==> src/rtl/crc16_pkg.sv <==
// ----------------------------------------------------------------------------
// crc16_pkg
// Shared constants and types of the bytewise crc16 engine.
// ----------------------------------------------------------------------------
package crc16_pkg;

	localparam int CRC_W      = 16;
	localparam int BYTE_W     = 8;
	localparam int CFG_IDX_W  = 4;
	localparam int CFG_DATA_W = 16;

	localparam logic [CRC_W-1:0] CRC_POLY = 16'hC86C;

	// register indexes of the configuration channel
	localparam logic [CFG_IDX_W-1:0] REG_INIT_VALUE = 4'd0;
	localparam logic [CFG_IDX_W-1:0] REG_FINAL_XOR  = 4'd1;

	typedef struct packed {
		logic [CRC_W-1:0] init_value;
		logic [CRC_W-1:0] final_xor;
	} crc16_cfg_t;

	typedef struct packed {
		logic s1_valid;
		logic s1_last;
		logic res_full;
	} crc16_status_t;

endpackage

==> src/rtl/crc16_if.sv <==
// ----------------------------------------------------------------------------
// crc16 channel interfaces
// Byte input, crc result and configuration write channels.
// ----------------------------------------------------------------------------
interface crc16_byte_if import crc16_pkg::*; ();
	logic              valid;
	logic              ready;
	logic [BYTE_W-1:0] data_byte;
	logic              first_byte;
	logic              last_byte;

	modport source (output valid, data_byte, first_byte, last_byte, input ready);
	modport sink   (input valid, data_byte, first_byte, last_byte, output ready);
endinterface

interface crc16_crc_if import crc16_pkg::*; ();
	logic             valid;
	logic             ready;
	logic [CRC_W-1:0] crc_value;

	modport source (output valid, crc_value, input ready);
	modport sink   (input valid, crc_value, output ready);
endinterface

interface crc16_cfg_if import crc16_pkg::*; ();
	logic                  valid;
	logic                  ready;
	logic [CFG_IDX_W-1:0]  index;
	logic [CFG_DATA_W-1:0] data;

	modport source (output valid, index, data, input ready);
	modport sink   (input valid, index, data, output ready);
endinterface

==> src/rtl/crc16_cfg_regs.sv <==
// ----------------------------------------------------------------------------
// crc16_cfg_regs
// Holds the init value and final xor mask written over the config channel.
// ----------------------------------------------------------------------------
module crc16_cfg_regs import crc16_pkg::*; (
	input  logic        clk,
	input  logic        arst_n,
	crc16_cfg_if.sink   cfg,
	output crc16_cfg_t  regs
);

	logic [CRC_W-1:0] init_value_q;
	logic [CRC_W-1:0] final_xor_q;

	assign cfg.ready = 1'b1;

	always_ff @(posedge clk or negedge arst_n) begin
		if (!arst_n) begin
			init_value_q <= '0;
			final_xor_q  <= '0;
		end else if (cfg.valid && cfg.ready) begin
			// writes to unknown indexes are dropped
			case (cfg.index)
				REG_INIT_VALUE: init_value_q <= cfg.data[CRC_W-1:0];
				REG_FINAL_XOR:  final_xor_q  <= cfg.data[CRC_W-1:0];
				default: ;
			endcase
		end
	end

	assign regs.init_value = init_value_q;
	assign regs.final_xor  = final_xor_q;

endmodule

==> src/rtl/crc16_datapath.sv <==
// ----------------------------------------------------------------------------
// crc16_datapath
// Input register, byte fold into the running remainder, result register.
// ----------------------------------------------------------------------------
module crc16_datapath import crc16_pkg::*; (
	input  logic          clk,
	input  logic          arst_n,
	input  crc16_cfg_t    regs,
	crc16_byte_if.sink    data,
	crc16_crc_if.source   result,
	output crc16_status_t status
);

	function automatic logic [CRC_W-1:0] fold_byte(input logic [CRC_W-1:0] rem,
	                                               input logic [BYTE_W-1:0] b);
		logic [CRC_W-1:0] r;
		r = rem ^ {b, {(CRC_W-BYTE_W){1'b0}}};
		for (int k = 0; k < BYTE_W; k++) begin
			if (r[CRC_W-1]) begin
				r = {r[CRC_W-2:0], 1'b0} ^ CRC_POLY;
			end else begin
				r = {r[CRC_W-2:0], 1'b0};
			end
		end
		return r;
	endfunction

	logic              valid_s1;
	logic [BYTE_W-1:0] byte_s1;
	logic              first_s1;
	logic              last_s1;

	logic [CRC_W-1:0]  remainder_q;
	logic              res_valid_q;
	logic [CRC_W-1:0]  crc_q;

	logic              s1_go;
	logic [CRC_W-1:0]  start_rem;
	logic [CRC_W-1:0]  next_rem;

	// a last byte waits in s1 only while the result register is full and stalled
	assign s1_go      = valid_s1 && (!last_s1 || !res_valid_q || result.ready);
	assign data.ready = !valid_s1 || s1_go;

	assign start_rem = first_s1 ? regs.init_value : remainder_q;
	assign next_rem  = fold_byte(start_rem, byte_s1);

	always_ff @(posedge clk or negedge arst_n) begin
		if (!arst_n) begin
			valid_s1 <= 1'b0;
		end else if (data.ready) begin
			valid_s1 <= data.valid;
		end
	end

	always_ff @(posedge clk) begin
		if (data.valid && data.ready) begin
			byte_s1  <= data.data_byte;
			first_s1 <= data.first_byte;
			last_s1  <= data.last_byte;
		end
	end

	always_ff @(posedge clk or negedge arst_n) begin
		if (!arst_n) begin
			remainder_q <= '0;
			res_valid_q <= 1'b0;
		end else begin
			if (s1_go) begin
				remainder_q <= next_rem;
			end
			if (s1_go && last_s1) begin
				res_valid_q <= 1'b1;
			end else if (result.ready) begin
				res_valid_q <= 1'b0;
			end
		end
	end

	always_ff @(posedge clk) begin
		if (s1_go && last_s1) begin
			crc_q <= next_rem ^ regs.final_xor;
		end
	end

	assign result.valid     = res_valid_q;
	assign result.crc_value = crc_q;

	assign status.s1_valid = valid_s1;
	assign status.s1_last  = last_s1;
	assign status.res_full = res_valid_q;

endmodule

==> src/rtl/crc16_bytewise_engine.sv <==
// ----------------------------------------------------------------------------
// crc16_bytewise_engine
// MSB-first crc16 over a byte stream, generator 0xC86C.
// ----------------------------------------------------------------------------
// usage:
//   data   : one message byte per transaction, with first_byte and last_byte
//            marks; a first byte restarts the remainder from init_value
//   result : one crc_value per last byte, remainder xor final_xor
//   cfg    : register writes, index 0 init_value, index 1 final_xor;
//            always ready, unknown indexes ignored; write only while idle
// throughput: one byte per cycle, set by the single-cycle 8-step xor fold
//   between the input register and the result register
// latency: a last byte accepted at edge n shows its crc after edge n+1
// reset: registers, remainder and both channels clear; no clearing pass
// stall: a finished crc waits in the result register while non-last bytes
//   keep flowing; a further last byte holds in the input register and
//   data.ready drops until the result is taken
// ----------------------------------------------------------------------------
module crc16_bytewise_engine import crc16_pkg::*; (
	input  logic        clk,
	input  logic        arst_n,
	crc16_cfg_if.sink   cfg,
	crc16_byte_if.sink  data,
	crc16_crc_if.source result
);

	crc16_cfg_t    regs;
	crc16_status_t status;

	crc16_cfg_regs u_cfg_regs (
		.clk    (clk),
		.arst_n (arst_n),
		.cfg    (cfg),
		.regs   (regs)
	);

	crc16_datapath u_datapath (
		.clk    (clk),
		.arst_n (arst_n),
		.regs   (regs),
		.data   (data),
		.result (result),
		.status (status)
	);

`ifndef ASSERT_OFF
	// a pending last byte behind a stalled result blocks the input
	a_last_blocks: assert property (@(posedge clk) disable iff (!arst_n)
		status.s1_valid && status.s1_last && result.valid && !result.ready
		|-> !data.ready)
		else $error("input ready while a last byte is blocked");

	// non-last bytes never stall the input
	a_nonlast_flows: assert property (@(posedge clk) disable iff (!arst_n)
		!status.s1_valid || !status.s1_last |-> data.ready)
		else $error("input stalled without a blocked last byte");

	// an accepted byte lands in the input register
	a_accept_loads: assert property (@(posedge clk) disable iff (!arst_n)
		data.valid && data.ready |=> status.s1_valid)
		else $error("accepted byte lost");

	// the result register follows its status view
	a_res_status: assert property (@(posedge clk) disable iff (!arst_n)
		status.res_full == result.valid)
		else $error("result valid out of step with status");
`endif

endmodule

==> src/flat_wrapper.sv <==
// flat-port wrapper written by rule: the top's interface ports become plain ports
module crc16_bytewise_engine_flat import crc16_pkg::*;
  (clk, arst_n, cfg_valid, cfg_index, cfg_data, cfg_ready, data_valid, data_data_byte, data_first_byte, data_last_byte, data_ready, result_valid, result_crc_value, result_ready);
  crc16_cfg_if cfg_i ();
  crc16_byte_if data_i ();
  crc16_crc_if result_i ();
  input  logic clk;
  input  logic arst_n;
  input wire logic [$bits(cfg_i.valid)-1:0] cfg_valid;
  input wire logic [$bits(cfg_i.index)-1:0] cfg_index;
  input wire logic [$bits(cfg_i.data)-1:0] cfg_data;
  output wire logic [$bits(cfg_i.ready)-1:0] cfg_ready;
  input wire logic [$bits(data_i.valid)-1:0] data_valid;
  input wire logic [$bits(data_i.data_byte)-1:0] data_data_byte;
  input wire logic [$bits(data_i.first_byte)-1:0] data_first_byte;
  input wire logic [$bits(data_i.last_byte)-1:0] data_last_byte;
  output wire logic [$bits(data_i.ready)-1:0] data_ready;
  output wire logic [$bits(result_i.valid)-1:0] result_valid;
  output wire logic [$bits(result_i.crc_value)-1:0] result_crc_value;
  input wire logic [$bits(result_i.ready)-1:0] result_ready;
  assign cfg_i.valid = cfg_valid;
  assign cfg_i.index = cfg_index;
  assign cfg_i.data = cfg_data;
  assign cfg_ready = cfg_i.ready;
  assign data_i.valid = data_valid;
  assign data_i.data_byte = data_data_byte;
  assign data_i.first_byte = data_first_byte;
  assign data_i.last_byte = data_last_byte;
  assign data_ready = data_i.ready;
  assign result_valid = result_i.valid;
  assign result_crc_value = result_i.crc_value;
  assign result_i.ready = result_ready;
  crc16_bytewise_engine u_core (.clk(clk), .arst_n(arst_n), .cfg(cfg_i), .data(data_i), .result(result_i));
endmodule
==> config.mk <==
export PLATFORM = sky130hd
export DESIGN_NAME = crc16_bytewise_engine_flat
export DESIGN_NICKNAME = d
export VERILOG_FILES = /design/src/rtl/crc16_pkg.sv /design/src/rtl/crc16_if.sv /design/src/rtl/crc16_cfg_regs.sv /design/src/rtl/crc16_datapath.sv /design/src/rtl/crc16_bytewise_engine.sv /design/src/flat_wrapper.sv
export SDC_FILE = /design/constraint.sdc
export NUM_CORES = 1
export LEC_CHECK = 0
export BUFFER_PORTS_ARGS = -buffer_cell sky130_fd_sc_hd__buf_2
export CAP_MARGIN = 25
export CORE_MARGIN = 5
export CORE_UTILIZATION = 50
export CTS_CLUSTER_DIAMETER = 200
export CTS_CLUSTER_SIZE = 25
export DETAILED_ROUTE_END_ITERATION = 8
export PLACE_DENSITY = 0.74
export SLEW_MARGIN = 40
export SYNTH_ARGS = -nofsm -noshare
export SYNTH_HDL_FRONTEND = slang
export SYNTH_SLANG_ARGS = --single-unit
==> constraint.sdc <==
create_clock -name clk -period 2 [get_ports clk]
set_input_delay 0 -clock clk [delete_from_list [all_inputs] [get_ports clk]]
set_output_delay 0 -clock clk [all_outputs]
set_load 0.03 [all_outputs]
# Word level (Yosys, flattened, before mapping)
# Cells that the tools add are included.
[word_totals]
word_cells = 44
reg_bits = 76
output_inout_bits = 19
input_bits = 35
[op_classes]
mux = 11
n_reduce_logical = 13
eq_ne = 1
n_bitwise = 10
[op_table]
columns = ["operator", "n"]
rows = [
  ["$mux W16", 9],
  ["$not A7 Y7", 8],
  ["$xor A16 B16 Y16", 2],
  ["$eq A4 B1 Y1 const B", 1],
  ["$logic_not A4 Y1", 1],
  ["$reduce_and A2 Y1", 2],
  ["$logic_and A1 B1 Y1", 3],
  ["$logic_not A1 Y1", 3],
  ["$logic_or A1 B1 Y1", 3],
  ["$mux W1", 2],
  ["$reduce_bool A2 Y1", 1],
]

# Longest topological paths before layout
[depth]
word_depth = 19
mapped_depth = 7
depth_no_buf = 5

# Cells and area by module
# From an unflattened synthesis, not the netlist that was laid out.
[hier_totals]
cells_unflattened = 235
hier_area_um2 = 3554.7
[by_module_without_submodules]
columns = ["module", "seq_area_each_um2", "cells_per_inst", "area_per_inst_um2", "instances"]
rows = [
  ["crc16_datapath", 1181.1, 163, 2265.9, 1],
  ["crc16_cfg_regs", 800.8, 72, 1288.7, 1],
]

# Worst setup path after synthesis
# Ideal clock, no wire load.
[synth_path]
kind = "reg2reg"
startpoint = "reg u_core.u_datapath.first_s1"
endpoint = "reg u_core.u_datapath.crc_q[15], in the netlist u_core.u_datapath.result.crc_value[15], data pin"
path_buffers = 1
setup_time_ns = 0.258
arrival_ns = 1.972
synth_period_minus_slack_ns = 2.230
setup_slack_ns = -0.230
t_required_ns = 1.742
stages_incl_launch_ff = 7
path_cell_list = "edfxtp_1 > buf_6 > mux2i_1 > xnor2_2 > xnor3_1 > xnor3_2 > xnor2_1"
[synth_via]
elab_chain_len = 16
elab_cells_between_ends = 19
classes_between = "mux (9); bitwise (10)"
[synth_lines]
columns = ["item", "line_no", "text"]
rows = [
  ["start: declaration", "crc16_datapath.sv:30", "logic first_s1;"],
  ["start signal: assignment", "crc16_datapath.sv:59", "first_s1 <= data.first_byte;"],
  ["$mux W16 (*)", "crc16_datapath.sv:45", "assign start_rem = first_s1 ? regs.init_value : remainder_q;"],
  ["$xor A16 B16 Y16 (*)", "crc16_datapath.sv:17", "r = rem ^ {b, {(CRC_W-BYTE_W){1'b0}}};"],
  ["$not A7 Y7 (no source line)", "n/a", ""],
  ["$mux W16 (*)", "crc16_datapath.sv:19", "if (r[CRC_W-1]) begin"],
  ["$not A7 Y7 (no source line)", "n/a", ""],
  ["$mux W16 (*) (2 in series)", "crc16_datapath.sv:19", ""],
  ["$not A7 Y7 (no source line)", "n/a", ""],
  ["$mux W16 (*) (2 in series)", "crc16_datapath.sv:19", ""],
  ["$not A7 Y7 (no source line)", "n/a", ""],
  ["$mux W16 (*) (2 in series)", "crc16_datapath.sv:19", ""],
  ["$not A7 Y7 (no source line)", "n/a", ""],
  ["$mux W16 (*)", "crc16_datapath.sv:19", ""],
  ["$xor A16 B16 Y16 (*)", "crc16_datapath.sv:82", "crc_q <= next_rem ^ regs.final_xor;"],
  ["end signal: assignment", "crc16_datapath.sv:82", ""],
  ["end: declaration", "crc16_datapath.sv:35", "logic [CRC_W-1:0] crc_q;"],
]
# Every way passes the cells marked *; elsewhere a longest branch is shown, timed or not.
# A chain may end at the register's enable or synchronous reset.

# Final worst setup path
# Ends and elaborated chain as after synthesis.

==> results.ini <==
[routing]
drcViolationCount=0
routedWlPerCell_um=16.2
firstDrtPassIters=4
detail-route-antenna-nets=0
wl_um=7090
num_vias=2075
vias_per_cell=4.75
drt_iter0_markers=34

[place]
port_buffers=52
place_hpwl_um=4900
globalplace.congestion=0.828
dpl_worst_slack_ps=-248

[power]
power.leakage_nw=2.13
p_per_area_mw_per_mm2=1590
ir_worst_vdd_v=0.000806
total_power_mw=7.57

[clock_network]
clk_latency_ps=350
cts_buffers=9
clockBufferDepth=2
numClockSinks=74
root_buffer=clkbuf_8
clkTransAtPathRegs_ps=80
cts_max_level=3
cts_tree=done

[die]
io_pins=54
row_count=30
die_w_um=93.4
core_mm2=0.00679
initial_core_util_pct=51.1
dieArea_mm2=0.00872
die_h_um=93.4

[critical_path]
rr_startpoint=u_core.u_datapath.first_s1
cp_data_required_time_ps=2110
reg2reg_slack_ps=-210
endpoint_kind=flop
rr_worst_depth=7
crit_type=flop to flop
cp.arrival_ps=2320
startpoint=u_core.u_datapath.first_s1
worstPathMaxFanout=10
r2r_end=u_core.u_datapath.result.crc_value[15]
cp-start-kind=flop

[flow_run]
max_cap_viol_count=0

[timing]
maxSlewHeadroom_pct=55.2
hold_violations=0
slew_violations=0
layout_setup_ws_ps=-214
finClkSkew_ps=6.46
rsz0062_at_grt=true
tightest_slew_ps=672
finalCritPeriodShare_pct=111
min_period_ps=2210
setup_tns_ps=-1780
max_freq_ghz=0.452
setup_viol=16

[finish]
syn2layout_area_growth_pct=36.9
final_nets=371
antenna_cells=0
final_cell_mix=52 x buf_2, 48 x dfrtp_1, 37 x mux2_2
drive_gt1_share_pct=46.6
fillers=453
mostFrequentLayoutCell=buf_2

[synthesis]
syn_avg_cell_area_um2=15.9
syn_area_mm2=0.00347
yosysSeqAreaShare_pct=57.0
synth_cell_types=31
synth_seq_cells=74
ys_warn_count=0
postSynthCellCount=218
synthesis.nets=253

[hold_path]
hold_start=result_ready
hold_class=primary input to flop
hold_end=u_core.u_datapath.result.valid
holdPathStages=3

[global_routing]
grt_max_degree=30
grt_pass1_wl_um=11500
grt_pass1_vias=2302
antenna_found_initial=0
gr-total-overflow=0
grtUsageTotal_pct=18.1

[outcome]
status=finished with violations
failed_checks=negative setup slack

-- per-stage QoR --
stage / cell area [um2] / hold WS, ps / std cells / utilization (%)
after global routing: 4760 / 106 / 437 / 70.0
after floorplan: 3500 / -296 / 218 / -
final: 4760 / 111 / 437 / 70.0
after global placement: 4060 / 73.7 / 386 / 59.8
after CTS: 4700 / 68.6 / 435 / 69.2
after detailed placement: 4060 / 85.4 / 386 / 59.8
-- worst max-delay path, stage by stage (launching register included) --
cell,delay [ps]
edfxtp_1,380
buf_12,170
mux2i_1,320
xnor2_2,170
xnor2_1,170
buf_4,150
xnor3_2,450
xnor2_1,150
-- area by class of cell --
type / count / area, um2 / area share (%)
Multi-Input combinational cell: 137 / 1590 / 33.5
Clock inverter: 4 / 73.8 / 1.55
Tap cell: 96 / 120 / 2.52
Timing Repair Buffer: 114 / 843 / 17.7
Clock buffer: 12 / 145 / 3.05
Sequential cell: 74 / 1980 / 41.7
-- per-layer routing --
layer / share of wire, % / global-route usage, %
met5: 0 / 0
met2: 53 / 31.4
met3: 3.8 / 3.70
met1: 41 / 21.3
met4: 1.9 / 8.79
-- repair_timing --
item / 4_1_cts / 5_1_grt
buffers inserted: 4 / 2
endpoints found under the hold margin: 70 / 0
pin swaps: 4 / 2
setup endpoints to repair: 23 / 24
hold buffers: 29 / 0
resized for setup: 13 / 4
-- power by group --
part	total (mW)	leakage, nW	internal, mW	switching (mW)
logic	3.82	1.19	2.14	1.68
registers	2.47	0.832	2.20	0.271
clock network	1.29	0.111	0.740	0.546
total	7.57	2.13	5.07	2.50
-- state kept, by name (all words and copies together), names as in the netlist --
| register | cells |
|---|---|
| u_core.u_datapath.remainder_q | 14 |
| u_core.u_datapath.result.crc_value | 16 |
| u_core.u_cfg_regs.final_xor_q | 16 |
| u_core.u_datapath.byte_s1 | 8 |
| u_core.u_datapath.result.valid | 1 |
| u_core.u_datapath.first_s1 | 1 |
| u_core.u_cfg_regs.init_value_q | 16 |
| u_core.u_datapath.valid_s1 | 1 |
| u_core.u_datapath.last_s1 | 1 |
-- worst max-delay path by stage --
stage	endpoint	slack (ps)
6_report	u_core.u_datapath.result.crc_value[15]	-210
5_1_grt	u_core.u_datapath.result.crc_value[15]	-290
4_1_cts	u_core.u_datapath.result.crc_value[11]	-220
3_5_place_dp	u_core.u_datapath.result.crc_value[11]	-250
3_3_place_gp	u_core.u_datapath.result.crc_value[11]	-200
2_1_floorplan	u_core.u_datapath.result.crc_value[15]	-120
-- synthesized netlist by cell type (all sizes together) --
cell     n  area share, %
dfrtp   48             35
buf      3            1.1
nor2b    1           0.18
and3     1           0.18
o21ai    8            1.2
or2      1           0.18
xnor3   10            6.5
nand2   13            1.4
nand3    1           0.14
and2     1           0.18
edfxtp  26             22
xor2    19            5.0
nor3     1           0.14
nor4     1           0.36
xnor2   24            8.0
clkbuf   4           0.43
conb     1           0.11
nand2b   2           0.36
xor3     1           0.68
mux2    38             12
mux2i   14            4.5
-- kinds of logic (layout without fill, tap and decap cells) --
logic type	Yosys count	in the layout	share of synthesized area [%]
AO/OA/AOI/OAI	8	8	1.15
XOR/XNOR	54	54	20.2
buffers and inverters	7	130	1.55
flip-flops	74	74	57.0
multiplexers	52	52	16.8
other	1	1	0.108
AND/OR/NAND/NOR	22	22	3.13
Power figures use the tool's default switching activity.
